## src/sv/hexu_pkg.sv

```systemverilog
// Shared types, constants and character helpers for the hex escape decoder.
package hexu_pkg;

    localparam logic [7:0] Backslash = 8'h5C;
    localparam logic [7:0] LetterX   = 8'h78;
    localparam int         MaxResults = 4;
    localparam int         CountW     = $clog2(MaxResults + 1);
    localparam int         IdxW       = $clog2(MaxResults);

    typedef enum logic [1:0] {
        PH_IDLE  = 2'd0,
        PH_BSL   = 2'd1,
        PH_BSL_X = 2'd2,
        PH_DIGIT = 2'd3
    } phase_t;

    typedef struct packed {
        logic [7:0] in_byte;
        logic       end_of_string;
    } in_item_t;

    typedef struct packed {
        logic [7:0] out_byte;
        logic       is_last;
        logic       meta_warning;
        logic       null_warning;
    } res_t;

    typedef struct packed {
        res_t [MaxResults-1:0] ent;
        logic [CountW-1:0]     count;
    } batch_t;

    function automatic logic is_hex(input logic [7:0] c);
        return (c >= 8'h30 && c <= 8'h39) || (c >= 8'h61 && c <= 8'h66) ||
               (c >= 8'h41 && c <= 8'h46);
    endfunction

    // Letters have low nibble 1..6, so adding 9 gives 10..15.
    function automatic logic [3:0] hex_value(input logic [7:0] c);
        logic [3:0] v;
        if (c >= 8'h30 && c <= 8'h39)
        begin
            v = c[3:0];
        end
        else if (is_hex(c))
        begin
            v = c[3:0] + 4'd9;
        end
        else
        begin
            v = 4'd0;
        end
        return v;
    endfunction

    function automatic logic is_meta(input logic [7:0] v);
        logic m;
        case (v)
            8'h24, 8'h28, 8'h29, 8'h2A, 8'h2B, 8'h2E, 8'h3F,
            8'h5B, 8'h5D, 8'h5E, 8'h7C, 8'h7B, 8'h7D, 8'h5C: m = 1'b1;
            default: m = 1'b0;
        endcase
        return m;
    endfunction

endpackage

```

## src/sv/hexu_in_if.sv

```systemverilog
// Input channel: one pattern character per request.
interface hexu_in_if;
    logic       valid;
    logic       ready;
    logic [7:0] in_byte;
    logic       end_of_string;

    modport source (output valid, output in_byte, output end_of_string, input ready);
    modport sink (input valid, input in_byte, input end_of_string, output ready);
endinterface

```

## src/sv/hexu_out_if.sv

```systemverilog
// Output channel: one decoded character with its flags per request.
interface hexu_out_if;
    logic       valid;
    logic       ready;
    logic [7:0] out_byte;
    logic       is_last;
    logic       meta_warning;
    logic       null_warning;

    modport source (output valid, output out_byte, output is_last,
                    output meta_warning, output null_warning, input ready);
    modport sink (input valid, input out_byte, input is_last,
                  input meta_warning, input null_warning, output ready);
endinterface

```

## src/sv/hexu_decode.sv

```systemverilog
// Escape scanner: holds the sequence state and turns one character into a result batch.
module hexu_decode
    import hexu_pkg::*;
(
    input  logic     clk,
    input  logic     rst_n,
    input  logic     step,
    input  in_item_t item,
    output batch_t   batch
);

    phase_t     phase_reg, phase_next;
    logic [7:0] held_reg, held_next;

    always_comb
    begin
        logic [7:0]        b;
        logic              hexb;
        logic              brk;
        phase_t            rp;
        logic [CountW-1:0] n;
        logic [CountW-1:0] nm1;
        logic [7:0]        dec;

        b          = item.in_byte;
        hexb       = is_hex(b);
        n          = '0;
        nm1        = '0;
        batch      = '0;
        phase_next = phase_reg;
        held_next  = held_reg;
        dec        = {hex_value(held_reg), hex_value(b)};

        // A sequence breaks on anything but 'x' after backslash, or a non-digit later.
        unique case (phase_reg)
            PH_IDLE:  brk = 1'b0;
            PH_BSL:   brk = (b != LetterX);
            PH_BSL_X: brk = !hexb;
            PH_DIGIT: brk = !hexb;
            default:  brk = 1'b0;
        endcase

        rp = phase_reg;
        if (brk)
        begin
            batch.ent[n[IdxW-1:0]] = '{out_byte: Backslash, default: 1'b0};
            n = n + 1'b1;
            if (phase_reg == PH_BSL_X || phase_reg == PH_DIGIT)
            begin
                batch.ent[n[IdxW-1:0]] = '{out_byte: LetterX, default: 1'b0};
                n = n + 1'b1;
            end
            if (phase_reg == PH_DIGIT)
            begin
                batch.ent[n[IdxW-1:0]] = '{out_byte: held_reg, default: 1'b0};
                n = n + 1'b1;
            end
            rp = PH_IDLE;
        end

        // breaking byte is rescanned from idle
        unique case (rp)
            PH_IDLE:
            begin
                if (b == Backslash)
                begin
                    phase_next = PH_BSL;
                end
                else
                begin
                    batch.ent[n[IdxW-1:0]] = '{out_byte: b, default: 1'b0};
                    n = n + 1'b1;
                    phase_next = PH_IDLE;
                end
            end
            PH_BSL:   phase_next = PH_BSL_X;
            PH_BSL_X:
            begin
                phase_next = PH_DIGIT;
                held_next  = b;
            end
            PH_DIGIT:
            begin
                batch.ent[n[IdxW-1:0]] = '{out_byte: dec, is_last: 1'b0,
                                          meta_warning: is_meta(dec),
                                          null_warning: (dec == 8'h00)};
                n = n + 1'b1;
                phase_next = PH_IDLE;
            end
            default: phase_next = PH_IDLE;
        endcase

        if (item.end_of_string)
        begin
            if (phase_next != PH_IDLE)
            begin
                batch.ent[n[IdxW-1:0]] = '{out_byte: Backslash, default: 1'b0};
                n = n + 1'b1;
            end
            if (phase_next == PH_BSL_X || phase_next == PH_DIGIT)
            begin
                batch.ent[n[IdxW-1:0]] = '{out_byte: LetterX, default: 1'b0};
                n = n + 1'b1;
            end
            if (phase_next == PH_DIGIT)
            begin
                batch.ent[n[IdxW-1:0]] = '{out_byte: b, default: 1'b0};
                n = n + 1'b1;
            end
            phase_next = PH_IDLE;
            // end of string always yields at least one result
            nm1 = n - 1'b1;
            batch.ent[nm1[IdxW-1:0]].is_last = 1'b1;
        end
        batch.count = n;
    end

    always_ff @(posedge clk or negedge rst_n)
    begin
        if (!rst_n)
        begin
            phase_reg <= PH_IDLE;
        end
        else if (step)
        begin
            phase_reg <= phase_next;
        end
    end

    always_ff @(posedge clk)
    begin
        if (step)
        begin
            held_reg <= held_next;
        end
    end

endmodule

```

## src/sv/hexu_outbuf.sv

```systemverilog
// Result buffer: holds one decoded batch, sends one character per cycle if ready.
module hexu_outbuf
    import hexu_pkg::*;
(
    input  logic  clk,
    input  logic  rst_n,
    input  logic  load,
    input  batch_t batch,
    output logic  advance,
    hexu_out_if.source out_chan
);

    res_t [MaxResults-1:0] buf_reg;
    logic [CountW-1:0]     count_reg;
    logic [IdxW-1:0]       rd_reg;
    logic                  take;
    res_t                  cur;

    assign take    = out_chan.valid && out_chan.ready;
    // free for the next batch once the last held result leaves
    assign advance = (count_reg == '0) || (count_reg == CountW'(1) && out_chan.ready);
    assign cur     = buf_reg[rd_reg];

    assign out_chan.valid        = (count_reg != '0);
    assign out_chan.out_byte     = cur.out_byte;
    assign out_chan.is_last      = cur.is_last;
    assign out_chan.meta_warning = cur.meta_warning;
    assign out_chan.null_warning = cur.null_warning;

    always_ff @(posedge clk or negedge rst_n)
    begin
        if (!rst_n)
        begin
            count_reg <= '0;
            rd_reg    <= '0;
        end
        else if (load)
        begin
            count_reg <= batch.count;
            rd_reg    <= '0;
        end
        else if (take)
        begin
            count_reg <= count_reg - 1'b1;
            rd_reg    <= rd_reg + 1'b1;
        end
    end

    always_ff @(posedge clk)
    begin
        if (load)
        begin
            buf_reg <= batch.ent;
        end
    end

endmodule

```

## src/sv/hex_escape_unescaper.sv

```systemverilog
// Hex escape decoder for pattern strings.
// in_chan takes one character per request with end_of_string on the final one.
// Every backslash, 'x', digit, digit sequence (either case) leaves as the byte it
// encodes, flagged by meta_warning for regex control characters and null_warning
// for byte zero; all other characters leave unchanged with both flags clear.
// Up to three characters of an unfinished sequence are held back; a broken
// sequence releases them raw ahead of whatever the breaking character gives.
// The final result of a string carries is_last.
// An accepted request is registered in the input register, decoded into the
// result buffer once that is free, and shows on out_chan from the result buffer.
// Throughput: one character per cycle while each yields at most one result and
// out_chan is ready; a character yielding several results (up to four) holds the
// result buffer until all have left; a request yielding none still loads it.
// Reset clears the input valid flag, the result count and the sequence phase.
// When out_chan stalls the current result holds, one further request waits in
// the input register, and in_chan.ready then drops.
module hex_escape_unescaper
    import hexu_pkg::*;
(
    input logic        clk,
    input logic        rst_n,
    hexu_in_if.sink    in_chan,
    hexu_out_if.source out_chan
);

    logic     in_valid_reg;
    in_item_t in_reg;
    logic     advance;
    logic     step;
    batch_t   batch;

    assign step          = in_valid_reg && advance;
    assign in_chan.ready = !in_valid_reg || advance;

    always_ff @(posedge clk or negedge rst_n)
    begin
        if (!rst_n)
        begin
            in_valid_reg <= 1'b0;
        end
        else if (in_chan.valid && in_chan.ready)
        begin
            in_valid_reg <= 1'b1;
        end
        else if (advance)
        begin
            in_valid_reg <= 1'b0;
        end
    end

    always_ff @(posedge clk)
    begin
        if (in_chan.valid && in_chan.ready)
        begin
            in_reg <= '{in_byte: in_chan.in_byte, end_of_string: in_chan.end_of_string};
        end
    end

    hexu_decode u_decode (
        .clk   (clk),
        .rst_n (rst_n),
        .step  (step),
        .item  (in_reg),
        .batch (batch)
    );

    hexu_outbuf u_outbuf (
        .clk      (clk),
        .rst_n    (rst_n),
        .load     (step),
        .batch    (batch),
        .advance  (advance),
        .out_chan (out_chan)
    );

endmodule

```

## src/flat_wrapper.sv

```systemverilog
// flat-port wrapper written by rule: the top's interface ports become plain ports
module hex_escape_unescaper_flat import hexu_pkg::*;
  (clk, rst_n, in_chan_valid, in_chan_in_byte, in_chan_end_of_string, in_chan_ready, out_chan_valid, out_chan_out_byte, out_chan_is_last, out_chan_meta_warning, out_chan_null_warning, out_chan_ready);
  hexu_in_if in_chan_i ();
  hexu_out_if out_chan_i ();
  input logic clk;
  input logic rst_n;
  input wire logic [$bits(in_chan_i.valid)-1:0] in_chan_valid;
  input wire logic [$bits(in_chan_i.in_byte)-1:0] in_chan_in_byte;
  input wire logic [$bits(in_chan_i.end_of_string)-1:0] in_chan_end_of_string;
  output wire logic [$bits(in_chan_i.ready)-1:0] in_chan_ready;
  output wire logic [$bits(out_chan_i.valid)-1:0] out_chan_valid;
  output wire logic [$bits(out_chan_i.out_byte)-1:0] out_chan_out_byte;
  output wire logic [$bits(out_chan_i.is_last)-1:0] out_chan_is_last;
  output wire logic [$bits(out_chan_i.meta_warning)-1:0] out_chan_meta_warning;
  output wire logic [$bits(out_chan_i.null_warning)-1:0] out_chan_null_warning;
  input wire logic [$bits(out_chan_i.ready)-1:0] out_chan_ready;
  assign in_chan_i.valid = in_chan_valid;
  assign in_chan_i.in_byte = in_chan_in_byte;
  assign in_chan_i.end_of_string = in_chan_end_of_string;
  assign in_chan_ready = in_chan_i.ready;
  assign out_chan_valid = out_chan_i.valid;
  assign out_chan_out_byte = out_chan_i.out_byte;
  assign out_chan_is_last = out_chan_i.is_last;
  assign out_chan_meta_warning = out_chan_i.meta_warning;
  assign out_chan_null_warning = out_chan_i.null_warning;
  assign out_chan_i.ready = out_chan_ready;
  hex_escape_unescaper u_core (.clk(clk), .rst_n(rst_n), .in_chan(in_chan_i), .out_chan(out_chan_i));
endmodule
```

## config.mk

```make
export PLATFORM = sky130hd
export DESIGN_NAME = hex_escape_unescaper_flat
export DESIGN_NICKNAME = d
export VERILOG_FILES = /design/src/sv/hexu_pkg.sv /design/src/sv/hexu_in_if.sv /design/src/sv/hexu_out_if.sv /design/src/sv/hexu_decode.sv /design/src/sv/hexu_outbuf.sv /design/src/sv/hex_escape_unescaper.sv /design/src/flat_wrapper.sv
export SDC_FILE = /design/constraint.sdc
export NUM_CORES = 1
export LEC_CHECK = 0
export ABC_AREA = 1
export BUFFER_PORTS_ARGS = -buffer_cell sky130_fd_sc_hd__buf_2
export CORE_UTILIZATION = 60
export DETAILED_ROUTE_END_ITERATION = 12
export PLACE_DENSITY_LB_ADDON = 0.05
export SETUP_SLACK_MARGIN = 0.4
export SLEW_MARGIN = 25
export SYNTH_ARGS = -nofsm -noshare
export SYNTH_HDL_FRONTEND = slang
export SYNTH_SLANG_ARGS = --single-unit
```

## constraint.sdc

```tcl
create_clock -name clk -period 5.4 [get_ports clk]
set_input_delay 0.54 -clock clk [delete_from_list [all_inputs] [get_ports clk]]
set_output_delay 0.54 -clock clk [all_outputs]
set_load 0.01 [all_outputs]
```

; Yosys cells after proc, flatten, opt, wreduce, memory -nomap -nowiden
; Index checks and enable logic that the tools add are counted.
[totals]
word_cells = 188
ff_bits = 69
in_bits = 13
out_inout_bits = 13
[classes]
eq_ne = 25
muxes = 62
n_lt_le_gt_ge = 25
n_reduce_logical = 37
n_addsub = 10
n_bitwise = 6
[op_table]
columns = cell, count
row1 = $mux 44, 10
row2 = $bwmux 44, 5
row3 = $demux 11 s2, 6
row4 = $pmux 44 s2, 1
row5 = $mux 11, 7
row6 = $eq 8x7->1 const B, 8
row7 = $and 28x28->28, 2
row8 = $eq 8x6->1 const B, 7
row9 = $not 28->28, 2
row10 = $mux 3, 14
row11 = $ge 8x7->1 const B, 4
row12 = $le 8x7->1 const B, 4
row13 = $or 16x16->16, 2
row14 = $bmux 11 s2, 1
row15 = $lt 2x3->1 const B, 7
row16 = $ge 8x6->1 const B, 2
row17 = $le 8x6->1 const B, 2
row18 = $logic_and 1x1->1, 16
row19 = $mux 4, 4
row20 = $add 3x1->3 const B, 5
row21 = $reduce_or 14->1, 1
row22 = $eq 2x2->1 const B, 6
row23 = $ge 2x1->1 const B, 6
row24 = $mux 10, 1
row25 = 21 further kinds, 42

; Depth between registers and ports, before layout
[logic_depth]
depth_word = 29
mapped_depth = 26
ltp_nobuf = 26

; Hierarchy
; Synthesis repeated with hierarchy kept, for this count alone.
[hier_totals]
cells_unflattened = 708
area_unflattened_um2 = 5175.0
[modules_own_cells]
columns = mod, n_inst, cells_each, seq_area_each_um2, area_per_inst_um2
row1 = hexu_decode, 1, 543, 290.3, 2912.8
row2 = hexu_outbuf, 1, 148, 1446.4, 1939.4
row3 = hex_escape_unescaper, 1, 17, 295.3, 322.8

; Worst setup path before layout
; OpenSTA, ideal clock, no wires.
[synth_path]
path_kind = reg2reg
startpoint = register u_core.u_outbuf.count_reg[0]
endpoint = register u_core.u_decode.held_reg[0] (enable)
stages_incl_launch_ff = 8
path_slack_ns = 1.265
synth_period_minus_slack_ns = 4.135
setup_time_ns = 0.373
t_arrival_ns = 3.762
path_cell_list = dfrtp_1 > inv_1 > ha_1 > nand2_1 > o21a_1 > nor2_1 > inv_1 > nor2_1
[synth_via]
elab_chain_len = 5
elab_cells_between_ends = 6
cone_classes = eq/ne (1) / reduce/logical (5)
[synth_lines]
columns = item, line_no
row1 = "start, declared", hexu_outbuf.sv:14  ; logic [CountW-1:0] count_reg;
row2 = "start signal, assigned", hexu_outbuf.sv:39  ; count_reg <= batch.count;
row3 = "start signal, assigned", hexu_outbuf.sv:44  ; count_reg <= count_reg - 1'b1;
row4 = $eq 3x1->1, hexu_outbuf.sv:21  ; assign advance = (count_reg == '0) || (count_reg == CountW'(1) && out_chan.ready);
row5 = $logic_and 1x1->1, hexu_outbuf.sv:21
row6 = $logic_or 1x1->1 (*), hexu_outbuf.sv:21
row7 = $logic_and 1x1->1 (*), hex_escape_unescaper.sv:32  ; assign step = in_valid_reg && advance;
row8 = named net u_core.step, hex_escape_unescaper.sv:29  ; logic step;
row9 = $reduce_and 2->1 (no source line) (*), n/a
row10 = "end signal, assigned", hexu_decode.sv:134  ; held_reg <= held_next;
row11 = "end, declared", hexu_decode.sv:13  ; logic [7:0] held_reg, held_next;
; The timed path passes the listed nets; every way through them passes the cells marked *.
; A chain may end at the register's enable or synchronous reset.

==> summary.txt <==
STA
  • RSZ-0062 raised after global routing: false
  • Peak Freq: about 230 MHz
  • Setup ws final: between 0.9 and 1 ns
  • Crit path time final: ~4.4 ns
  • Final setup fails: 0
  • Post-Route Setup TNS: 0 ns
  • Period utilisation layout: 81.6%
  • Final Skew: approximately 0.013 ns
  • Measured slew at the worst slew-check pin: 0.847 ns
  • Final Max Tran Viols: 0
  • Normalized max-slew margin: 43.3%
  • Final hold viol count: 0
  • Hold WS: 0.00687 ns

Global route
  • Largest net degree at the start of global routing: 51
  • First-pass GRT wire length: approximately 24,000 µm
  • Final global-route overflow total: 0
  • Overall routing resource usage: a little over a third
  • Vias in the first global route: 4,751
  • Initial antenna violation count: 0

Final layout
  • Max FFs per register: 44
  • Final #Nets: roughly 770
  • Area delta synth->final: 7.33%
  • Diodes inserted: 0
  • Commonest cells after routing, fill and taps aside: nand2_1 (162), inv_1 (93), nor2_1 (85), edfxtp_1 (61), o21ai_0 (58)
  • Share of cells above drive strength 1: 12.8%
  • Commonest non-fill, non-tap cell in the layout: nand2_1

Clocking
  • Clock sinks: 69
  • Number of post-CTS setup repair buffers: 0
  • CTS resizes: 0
  • H-tree depth: 3
  • TritonCTS Buffers: 9
  • Cts hold-fix bufs: 0
  • Root buf cell: clkbuf_8
  • CTS clock-pin slew for the worst setup and hold paths: around 0.090 ns
  • Clock buffer depth: 2
  • Clk_lat worst skew: about 0.36 ns
  • TritonCTS clock tree: yes

Worst setup path
  • Reg2reg start: u_core.in_reg[1]
  • CP peak stage delay: between 0.5 and 0.6 ns
  • Buf+Inv Stages, Crit Path: 7
  • Worst Path Required: 5.50 ns
  • Cells along the critical path: inv_1 -> ha_1 -> inv_1 -> nand2_1 -> nand2_1 -> nand2_1 -> nand3_2 -> nand2_2 -> nand2_4 -> nand2_2 -> inv_1 -> nor2_1 -> inv_1 -> ha_1 -> buf_4 -> clkinv_1 -> nand4_4 -> nand3_2 -> o21ai_2 -> inv_1 -> nand2_1 -> nand2_2 -> nand2_1 -> o21ai_0
  • CP max-delay cell: edfxtp_1
  • CP Class: register to register
  • Nature of the critical path endpoint: register
  • CP Launch Type: register
  • Kind of cell adding the most delay to the critical path: simple AND/OR/NAND/NOR gates
  • Setup slack, reg-to-reg: 1.0 ns
  • Critical Path AT: about 4.5 ns
  • Worst-path fanout max: 21
  • CP startpoint: u_core.in_reg[1]

Synth
  • Async set-reset flop share out of synthesis: between 10% and 20%
  • Top FF cell, synth: edfxtp_1
  • Cells after Synth: about 710
  • Top cell type's share of synthesized area: between 30% and 40%
  • Mean post-synth cell area: between 7 and 8 µm²
  • Sequential share of the synthesized area: approximately 38%
  • Synth unique cells: 50
  • #FFs+latches synth: a little under 70
  • Largest cells by area after synthesis: edfxtp_1 (34%), nand2_1 (11%), inv_1 (6.5%)
  • Synth area leader: edfxtp_1
  • Number of flops mapped to enable cells by yosys: about 60
  • Yosys warns: 0
  • Synth Cell Area: around 0.0054 mm²
  • Net Count, Synth: around 750

Power
  • Leakage: 2.59 nW
  • Max VDD drop: around 0.00040 V
  • Power Density: ~470 mW/mm²

Drt
  • Avg WL per Cell: 19.2 µm
  • Met3 wire length: 1700 µm
  • Vias after detailed routing: 5,189
  • DR top layer: met4
  • Met2 Wirelength: between 7000 and 8000 µm
  • Routed WL: ~16,000 µm
  • Remaining DRCs: 0
  • Pre-antenna DRT Iters: 7
  • Final ANT Viol Nets: 0
  • Routed vias/inst: a little over 6
  • Initial DRC count: between 500 and 600
  • WL met1: 6420 µm

Placement
  • Port buffer count: 25
  • Post-DP HPWL: roughly 12,000 µm
  • DP Worst Slack: 1.11 ns
  • RePlAce Congestion: between 1 and 1.5

Die
  • Core footprint: 0.00868 mm²
  • Die ar.: slightly above 0.009 mm²
  • Die height: 96.5 µm
  • I/O pin count: 26
  • Die X: between 90 and 100 µm
  • Cell Rows: 34
  • Initial Utilization: between 60% and 70%

Run status
  • Status: finished clean

Worst hold path
  • Min-Delay Path Class: input pin to async pin

Run
  • Max Cap Viol: 0
-- area by class of cell --
class                           instances  area, µm²
Tap cell                              108        135
Clock inverter                          6       93.8
Clock buffer                           10        128
Multi-Input combinational cell        520       2820
Timing Repair Buffer                   29        155
Inverter                              103        389
Fill cell                             789       2930
Sequential cell                        69       2030
-- power breakdown --
| group | switching [mW] | total, mW | internal (mW) |
|---|---|---|---|
| sequential | 0.137 | 0.955 | 0.818 |
| combinational | 0.874 | 1.24 | 0.369 |
| clock | 0.225 | 0.489 | 0.264 |
-- worst reg2reg max path: cells and delay by family (launching register included) --
| kind | cells | cell delay (ns) |
|---|---|---|
| buffers and inverters | 7 | 1.14 |
| and+or+nand+nor | 13 | 1.69 |
| adders and majority gates | 2 | 0.56 |
| DFF | 1 | 0.51 |
| AOI/OAI and AO/OA | 2 | 0.24 |
-- cell families after synthesis --
logic type	after synthesis	share of synthesized area, %
XOR/XNOR	6	1.12
adder cells (fa/ha/maj)	26	6.07
AND/OR/NAND/NOR	341	29.2
AO/OA/AOI/OAI	147	16.1
flip-flops	69	37.9
buffers and inverters	125	9.62
-- Yosys cell counts, types with 2 or more instances --
cell,count
o21ai_0,58
o21bai_1,2
inv_2,7
edfxtp_1,61
nand2_2,12
dfrtp_1,8
o21ai_1,9
nand2_1,162
nor2_2,3
nand3_4,2
o211ai_1,4
nand2_4,3
o311ai_0,4
buf_6,5
xor2_1,4
inv_1,93
o22ai_1,23
nand4_1,14
nand3_1,33
clkinv_1,2
nor3_1,9
nor2_1,86
clkbuf_1,13
a22oi_1,6
a21oi_1,29
buf_2,2
o21ai_2,3
nor2_4,2
or2_2,3
nand3_2,7
ha_1,26
-- metrics by stage --
step / cells / total power, mW / util (%) / instance area, µm²
2_1_floorplan: 714 / 1.80 / - / 5360
3_3_place_gp: 829 / 2.13 / 63.7 / 5530
3_5_place_dp: 829 / 2.18 / 63.7 / 5530
4_1_cts: 845 / 2.66 / 66.3 / 5750
5_1_grt: 845 / 2.86 / 66.3 / 5750
6_report: 845 / 2.69 / 66.3 / 5750
-- routing by layer --
metal,vias to the layer above,GRT usage [%]
li1,2419,-
met1,2410,45.9
met2,300,57.6
met3,60,9.23
met4,0,18.1
met5,-,0
-- path summary, 6_finish.rpt --
check                                          endpoint  cells past startpoint
setup / recovery            u_core.u_outbuf.buf_reg[14]                     24
hold / removal                u_core.u_outbuf.rd_reg[0]                      1
setup reg to reg            u_core.u_outbuf.buf_reg[14]                     24
hold reg to reg            u_core.u_outbuf.count_reg[2]                      2
max in group asynchronous  u_core.u_outbuf.count_reg[2]                      1
min in group clk                       u_core.in_reg[5]                      1
Power figures use the tool's default switching activity.
